[src/design/cag_pkg.sv]
// Shared types and constants for the CIGAR alignment geometry core.
// No dependencies.
`default_nettype none

package cag_pkg;

  localparam int OP_LEN_BITS_DEF = 28;
  localparam int ACC_BITS_DEF    = 40;

  localparam int CODE_BITS = 4;
  localparam int TAG_BITS  = 32;
  localparam int OUT_BITS  = 40;
  localparam int M_TDATA_W = 5 * OUT_BITS;

  typedef enum logic [CODE_BITS-1:0] {
    OP_M  = 4'd0,
    OP_I  = 4'd1,
    OP_D  = 4'd2,
    OP_N  = 4'd3,
    OP_S  = 4'd4,
    OP_H  = 4'd5,
    OP_P  = 4'd6,
    OP_EQ = 4'd7,
    OP_X  = 4'd8
  } op_code_t;

endpackage

`default_nettype wire

[src/design/cigar_alignment_geometry_core.sv]
// CIGAR alignment geometry core: accumulates CIGAR ops and emits PAF style
// query length, query interval, matching bases and block length on the last op.
// Depends on cag_pkg.
`default_nettype none

// One CIGAR op is taken per cycle while the output does not stall. Each op
// passes an input register and the accumulate stage; the last op of a record
// passes on to a snapshot register and then the output register. Non-last ops
// produce no output word. The input side keeps accepting while a result waits
// on the output, until the input and snapshot registers are both full.
module cigar_alignment_geometry_core
  import cag_pkg::*;
#(
  parameter int OP_LEN_BITS = OP_LEN_BITS_DEF,
  parameter int ACC_BITS    = ACC_BITS_DEF,
  localparam int S_TDATA_W  = ((CODE_BITS + OP_LEN_BITS + 2 * TAG_BITS + 7) / 8) * 8
) (
  input  wire logic                 clk,
  input  wire logic                 rst,
  input  wire logic                 s_axis_tvalid,
  output logic                      s_axis_tready,
  // op_code, op_len, edit_distance, ambiguous_bases
  input  wire logic [S_TDATA_W-1:0] s_axis_tdata,
  // is_first, reverse_strand, has_edit_distance
  input  wire logic [2:0]           s_axis_tuser,
  input  wire logic                 s_axis_tlast,
  output logic                      m_axis_tvalid,
  input  wire logic                 m_axis_tready,
  // query_length, query_start, query_end, matching_bases, block_length
  output logic [M_TDATA_W-1:0]      m_axis_tdata,
  // overflow
  output logic                      m_axis_tuser
);

  localparam int LEN_LSB = CODE_BITS;
  localparam int NM_LSB  = CODE_BITS + OP_LEN_BITS;
  localparam int AMB_LSB = NM_LSB + TAG_BITS;

  logic in_en, fin_en, out_en, move;

  // input register
  logic                   in_valid;
  logic [CODE_BITS-1:0]   in_code;
  logic [OP_LEN_BITS-1:0] in_len;
  logic                   in_first, in_last, in_rev, in_has_nm;
  logic [TAG_BITS-1:0]    in_nm, in_amb;

  // record state
  logic [ACC_BITS-1:0]    match_sum, mismatch_x_sum, insert_sum, delete_sum, clip_sum;
  logic [OP_LEN_BITS-1:0] lead_clip, trail_clip;
  logic                   saw_plain_match, saw_extended, overflow_seen;

  logic [ACC_BITS-1:0]    match_next, mismatch_next, insert_next, delete_next, clip_next;
  logic [OP_LEN_BITS-1:0] lead_next, trail_next;
  logic                   plain_next, ext_next, ovf_next;

  // snapshot of a finished record
  logic                   fin_valid;
  logic [ACC_BITS-1:0]    fin_match, fin_mismatch, fin_insert, fin_delete, fin_clip;
  logic [OP_LEN_BITS-1:0] fin_lead, fin_trail;
  logic                   fin_plain, fin_ext, fin_ovf, fin_rev, fin_has_nm;
  logic [TAG_BITS-1:0]    fin_nm, fin_amb;

  assign out_en        = !m_axis_tvalid || m_axis_tready;
  assign fin_en        = !fin_valid || out_en;
  assign in_en         = !in_valid || fin_en;
  assign move          = in_valid && fin_en;
  assign s_axis_tready = in_en;

  always_ff @(posedge clk) begin
    if (rst) begin
      in_valid <= 1'b0;
    end else if (in_en) begin
      in_valid <= s_axis_tvalid;
    end
    if (in_en && s_axis_tvalid) begin
      in_code   <= s_axis_tdata[CODE_BITS-1:0];
      in_len    <= s_axis_tdata[LEN_LSB +: OP_LEN_BITS];
      in_nm     <= s_axis_tdata[NM_LSB +: TAG_BITS];
      in_amb    <= s_axis_tdata[AMB_LSB +: TAG_BITS];
      in_first  <= s_axis_tuser[0];
      in_rev    <= s_axis_tuser[1];
      in_has_nm <= s_axis_tuser[2];
      in_last   <= s_axis_tlast;
    end
  end

  // accumulate one op
  always_comb begin
    logic [ACC_BITS-1:0] len_acc;
    logic [ACC_BITS:0]   m_add, x_add, i_add, d_add, c_add;
    len_acc = ACC_BITS'(in_len);
    if (in_first) begin
      match_next    = '0;
      mismatch_next = '0;
      insert_next   = '0;
      delete_next   = '0;
      clip_next     = '0;
      lead_next     = '0;
      trail_next    = '0;
      plain_next    = 1'b0;
      ext_next      = 1'b0;
      ovf_next      = 1'b0;
    end else begin
      match_next    = match_sum;
      mismatch_next = mismatch_x_sum;
      insert_next   = insert_sum;
      delete_next   = delete_sum;
      clip_next     = clip_sum;
      lead_next     = lead_clip;
      trail_next    = trail_clip;
      plain_next    = saw_plain_match;
      ext_next      = saw_extended;
      ovf_next      = overflow_seen;
    end
    m_add = {1'b0, match_next} + {1'b0, len_acc};
    x_add = {1'b0, mismatch_next} + {1'b0, len_acc};
    i_add = {1'b0, insert_next} + {1'b0, len_acc};
    d_add = {1'b0, delete_next} + {1'b0, len_acc};
    c_add = {1'b0, clip_next} + {1'b0, len_acc};
    unique case (in_code)
      OP_M: begin
        match_next = m_add[ACC_BITS-1:0];
        ovf_next   = ovf_next | m_add[ACC_BITS];
        plain_next = 1'b1;
      end
      OP_EQ: begin
        match_next = m_add[ACC_BITS-1:0];
        ovf_next   = ovf_next | m_add[ACC_BITS];
        ext_next   = 1'b1;
      end
      OP_X: begin
        match_next    = m_add[ACC_BITS-1:0];
        mismatch_next = x_add[ACC_BITS-1:0];
        ovf_next      = ovf_next | m_add[ACC_BITS] | x_add[ACC_BITS];
        ext_next      = 1'b1;
      end
      OP_I: begin
        insert_next = i_add[ACC_BITS-1:0];
        ovf_next    = ovf_next | i_add[ACC_BITS];
      end
      OP_D: begin
        delete_next = d_add[ACC_BITS-1:0];
        ovf_next    = ovf_next | d_add[ACC_BITS];
      end
      OP_S, OP_H: begin
        clip_next = c_add[ACC_BITS-1:0];
        ovf_next  = ovf_next | c_add[ACC_BITS];
        if (in_first) begin
          lead_next = in_len;
        end else if (in_last) begin
          trail_next = in_len;
        end
      end
      default: begin
      end
    endcase
  end

  always_ff @(posedge clk) begin
    if (rst) begin
      match_sum       <= '0;
      mismatch_x_sum  <= '0;
      insert_sum      <= '0;
      delete_sum      <= '0;
      clip_sum        <= '0;
      lead_clip       <= '0;
      trail_clip      <= '0;
      saw_plain_match <= 1'b0;
      saw_extended    <= 1'b0;
      overflow_seen   <= 1'b0;
      fin_valid       <= 1'b0;
    end else begin
      if (move) begin
        if (in_last) begin
          match_sum       <= '0;
          mismatch_x_sum  <= '0;
          insert_sum      <= '0;
          delete_sum      <= '0;
          clip_sum        <= '0;
          lead_clip       <= '0;
          trail_clip      <= '0;
          saw_plain_match <= 1'b0;
          saw_extended    <= 1'b0;
          overflow_seen   <= 1'b0;
        end else begin
          match_sum       <= match_next;
          mismatch_x_sum  <= mismatch_next;
          insert_sum      <= insert_next;
          delete_sum      <= delete_next;
          clip_sum        <= clip_next;
          lead_clip       <= lead_next;
          trail_clip      <= trail_next;
          saw_plain_match <= plain_next;
          saw_extended    <= ext_next;
          overflow_seen   <= ovf_next;
        end
      end
      if (fin_en) begin
        fin_valid <= in_valid && in_last;
      end
    end
    if (move && in_last) begin
      fin_match    <= match_next;
      fin_mismatch <= mismatch_next;
      fin_insert   <= insert_next;
      fin_delete   <= delete_next;
      fin_clip     <= clip_next;
      fin_lead     <= lead_next;
      fin_trail    <= trail_next;
      fin_plain    <= plain_next;
      fin_ext      <= ext_next;
      fin_ovf      <= ovf_next;
      fin_rev      <= in_rev;
      fin_has_nm   <= in_has_nm;
      fin_nm       <= in_nm;
      fin_amb      <= in_amb;
    end
  end

  // record geometry
  logic [ACC_BITS:0]   mi_add, qlen_add, gap_add, blk_add;
  logic [ACC_BITS-1:0] qlen, gaps, bsum, qstart, other_clip, qend;
  logic [ACC_BITS-1:0] nm_acc, amb_acc, mism, mlen, blen;
  logic                res_ovf;

  always_comb begin
    mi_add   = {1'b0, fin_match} + {1'b0, fin_insert};
    qlen_add = {1'b0, mi_add[ACC_BITS-1:0]} + {1'b0, fin_clip};
    gap_add  = {1'b0, fin_insert} + {1'b0, fin_delete};
    qlen     = qlen_add[ACC_BITS-1:0];
    gaps     = gap_add[ACC_BITS-1:0];
    blk_add  = {1'b0, fin_match} + {1'b0, gaps};
    bsum     = blk_add[ACC_BITS-1:0];
    res_ovf  = fin_ovf | mi_add[ACC_BITS] | qlen_add[ACC_BITS] | gap_add[ACC_BITS]
               | blk_add[ACC_BITS];

    qstart     = fin_rev ? ACC_BITS'(fin_trail) : ACC_BITS'(fin_lead);
    other_clip = fin_rev ? ACC_BITS'(fin_lead) : ACC_BITS'(fin_trail);
    qend       = (qlen > other_clip) ? qlen - other_clip : '0;

    nm_acc = ACC_BITS'(fin_nm[TAG_BITS-2:0]);
    if (fin_ext && !fin_plain) begin
      mism = fin_mismatch;
    end else if (fin_has_nm && !fin_nm[TAG_BITS-1] && fin_nm != '0) begin
      mism = (nm_acc > gaps) ? nm_acc - gaps : '0;
    end else begin
      mism = '0;
    end
    mlen = (fin_match > mism) ? fin_match - mism : '0;

    amb_acc = fin_amb[TAG_BITS-1] ? '0 : ACC_BITS'(fin_amb[TAG_BITS-2:0]);
    blen    = (bsum > amb_acc) ? bsum - amb_acc : '0;
  end

  always_ff @(posedge clk) begin
    if (rst) begin
      m_axis_tvalid <= 1'b0;
    end else if (out_en) begin
      m_axis_tvalid <= fin_valid;
    end
    if (out_en && fin_valid) begin
      m_axis_tdata <= {OUT_BITS'(blen), OUT_BITS'(mlen), OUT_BITS'(qend),
                       OUT_BITS'(qstart), OUT_BITS'(qlen)};
      m_axis_tuser <= res_ovf;
    end
  end

`ifndef ASSERT_OFF
  a_out_from_record: assert property (@(posedge clk) disable iff (rst)
    $rose(m_axis_tvalid) |-> $past(fin_valid))
    else $error("output word without a finished record");

  a_clear_after_last: assert property (@(posedge clk) disable iff (rst)
    move && in_last |=> match_sum == '0 && clip_sum == '0 && !overflow_seen
      && !saw_plain_match && !saw_extended)
    else $error("record state not cleared after last op");

  a_fin_holds: assert property (@(posedge clk) disable iff (rst)
    fin_valid && !out_en |=> fin_valid && $stable(fin_match) && $stable(fin_clip))
    else $error("finished record lost while output stalled");

  a_ready_when_empty: assert property (@(posedge clk) disable iff (rst)
    !in_valid |-> s_axis_tready)
    else $error("input stalled with empty input register");
`endif

endmodule

`default_nettype wire

[config.mk]
export PLATFORM = sky130hd
export DESIGN_NAME = cigar_alignment_geometry_core
export DESIGN_NICKNAME = d
export VERILOG_FILES = /design/src/design/cag_pkg.sv /design/src/design/cigar_alignment_geometry_core.sv
export SDC_FILE = /design/constraint.sdc
export NUM_CORES = 2
export LEC_CHECK = 0
export BUFFER_PORTS_ARGS = -buffer_cell sky130_fd_sc_hd__buf_2
export CORE_ASPECT_RATIO = 1.25
export CORE_UTILIZATION = 26
export CTS_BUF_LIST = sky130_fd_sc_hd__clkbuf_8
export DETAILED_ROUTE_END_ITERATION = 12
export GPL_TIMING_DRIVEN = 1
export PLACE_DENSITY = 0.41
export SYNTH_ARGS = -nofsm -noshare
export SYNTH_HDL_FRONTEND = slang
export SYNTH_SLANG_ARGS = --single-unit
[constraint.sdc]
create_clock -name clk -period 27.9 [get_ports clk]
set_input_delay 5.58 -clock clk [delete_from_list [all_inputs] [get_ports clk]]
set_output_delay 5.58 -clock clk [all_outputs]
set_load 0.05 [all_outputs]
==> metrics <==
RSZ-0062 raised after global routing=no; core area=211,000 µm²; syn avg cell area=9.66 µm²; CP bufs+invs=2; largest net degree at the start of global routing=144; Clock transition at path regs=0.06 ns; Initial Util=26.3%; Starting DRT DRC Count=2,781; crit path max fanout=5; # nets final=6,595; most used cell, CP=buf_2; htree depth=4; Worst Hold Class=flop to flop; gpl congestion=0.880; Slew HR=about 16%; reg-to-reg endpoint=m_axis_tdata[146]$_SDFFCE_PP0P_; WL per Instance=22.6 µm; Mapped Cells=roughly 5,700; Hold Startpoint=in_nm[19]$_DFFE_PP_; LEAKAGE=0.0254 µW; Clock Latency Late Sink=~0.96 ns; Pre-antenna DRT Iters=5; critical path class=input port to output pin; sequential share of the synthesized area=42.8%; Rows=188; initial antenna violation count=7; Peak VDD IR=~0.049 mV; reg2reg setup slack=between 15 and 20 ns; Routed Antenna Nets=0; fin crit period=12.12 ns; number of global-route vias before repair=44,500; Slew Limit Fails=0; HPWL Detailed=152,000 µm; startpoint type of the worst setup path=input port; vias per cell=4.99; Vias=44,700; gr usage total=between 10% and 20%; Slew @ Worst Pin=1.25 ns; Setup TNS Final=0 ns; family with the most delay on the worst path=simple AND/OR/NAND/NOR gates; Yosys top cell area share=33.3%; num ports=307; FMAX=82.5 MHz; post-CTS sizing=0; Synth cell types=88; clock sinks=~900; Critical Path Sink=s_axis_tready; IO Port Bufs=294; GR Overflow Total=0; Tcrit/Tclk final=43.4%; chain of cells forming the critical path=buf_2 > nor2b_1 > nand3_1 > buf_2; Critical Path Stages=4; Synth async-reset ratio=0%; CTS root buffer=clkbuf_8; Crit. Startpoint=m_axis_tready; CP arrival=6.54 ns; final setup vio count=0; DRC errors left=0; total CTS buffers=164; CTS Buffer Depth=3; CP max-delay cell=nor2b_1; Die Area=about 210,000 µm²; Post-synth top flop=edfxtp_1; Routed WL=203,000 µm; Post-CTS Setup Repair Bufs=0; CTS tree=yes; R2R depth=39; Synth Register Bits=876; Req. time, crit path=about 22 ns; # Max-Cap Violations=0; Die Y=518 µm; DIE WIDTH=415 µm; CP endpoint kind=output pin; Layout area overhead=14.7%; power density over the cells=56.4 nW/µm²; Post-Syn Area=55,300 µm²; layout cells sized above 1=11.9%; Final Hold Viols=0; Layout Skew=0.0530 ns; Worst R2R Start=fin_insert[0]$_DFFE_PP_; first-pass GRT wire length=298,000 µm; warnings from Yosys=0; Post-CTS Hold Fix Bufs=0; Final Cell Area=around 63,000 µm²; status=finished, final reports clean; max incr delay on CP=approximately 0.43 ns; top cell type by total area after synthesis=edfxtp_1; EDFF count, synth=614; synth top area cells=edfxtp_1 (33%), ha_1 (9.7%), dfxtp_1 (9.5%); dpl cell area=60,000 µm²
==> routing by layer <==
| metal | GRT usage (%) | wire length (µm) |
|---|---|---|
| met4 | 6.85 | 7150 |
| met1 | 22.8 | 88800 |
| met5 | 0 | 0 |
| met3 | 2.22 | 6270 |
| met2 | 32.5 | 100000 |
==> through the flow <==
stage	utilization (%)	worst slack [ns]	total power (µW)	hold slack (ns)	std cells
2_1_floorplan	-	13.14	2020	0.400	5740
3_3_place_gp	28.5	15.79	2270	0.403	8637
3_5_place_dp	28.5	15.80	2270	0.405	8637
4_1_cts	30.1	15.80	3630	0.393	8946
5_1_grt	30.1	15.71	3750	0.419	8948
6_report	30.1	15.78	3580	0.387	8950
==> power by group <==
part | internal, µW | total, µW | switching (µW) | leakage [µW]
sequential | 1450 | 1480 | 32.6 | 0.00801
combinational | 258 | 757 | 499 | 0.0155
clock | 698 | 1340 | 638 | 0.00196
total | 2410 | 3580 | 1170 | 0.0254
==> synth_stat cells (all sizes together) (64+ instances only) <==
master	n
a21o	210
a21oi	460
a22oi	144
clkbuf	185
dfxtp	262
edfxtp	614
ha	430
inv	201
mux2	89
nand2	481
nand2b	96
nand3	130
nand4	64
nor2	493
nor2b	203
nor3	67
o21ai	359
o21bai	68
xnor2	279
xor2	152
==> kinds of logic after synthesis <==
logic type | Yosys count | synth area share (%)
buffers and inverters | 414 | 2.90
DFF | 876 | 42.8
xor gates and xnor gates | 431 | 6.84
other | 1 | 0.00678
muxes | 121 | 2.39
and+or+nand+nor | 1768 | 15.4
AOI/OAI and AO/OA | 1675 | 19.5
adders and majority gates | 443 | 10.2
==> cell usage in the layout, fill, tap and decap left out, types with 172 or more instances in the layout <==
cell type and count:
buf_2 293, inv_1 260, nor2_1 488, a21o_1 210, xnor2_1 278, edfxtp_1 614, nor2b_1 200, ha_1 430
nand2_1 480, clkbuf_8 172, o21ai_0 352, dfxtp_1 262, a21oi_1 459
==> state kept, by name (all words and copies together), names as in the netlist, 32 cells and up <==
name and flops:
m_axis_tdata 188, clip_sum 40, delete_sum 40, fin_clip 40
fin_delete 40, fin_insert 40, fin_match 40, fin_mismatch 40
insert_sum 40, match_sum 40, mismatch_x_sum 40, fin_amb 32
fin_nm 32, in_amb 32, in_nm 32
==> layout make-up <==
class | instances | area, µm²
fillers | 22200 | 147000
multi-input cells | 4450 | 30200
repair buffers | 355 | 1960
clock inverters | 137 | 1040
flip-flops and latches | 876 | 23700
clock buffers | 172 | 2370
inverters | 201 | 762
well taps | 2755 | 3450
diodes | 4 | 10.0
==> worst register-to-register path, delay by kind of cell (launching register included) <==
| kind | cells | cell delay [ns] |
|---|---|---|
| compound gates | 18 | 4.76 |
| xor+xnor | 1 | 0.42 |
| fa+ha+maj | 5 | 1.57 |
| buf+inv | 6 | 1.21 |
| flops | 1 | 0.38 |
| simple gates | 9 | 1.77 |
==> worst min path at each step <==
stage                     depth (start not counted)               endpoint
after floorplan                                   0   fin_amb[0]$_DFFE_PP_
after global placement                            0  fin_amb[20]$_DFFE_PP_
after detailed placement                          0  fin_amb[24]$_DFFE_PP_
after CTS                                         0   fin_nm[19]$_DFFE_PP_
after global routing                              0   fin_nm[17]$_DFFE_PP_
final                                             0   fin_nm[19]$_DFFE_PP_
(Power assumes the default switching activity.)
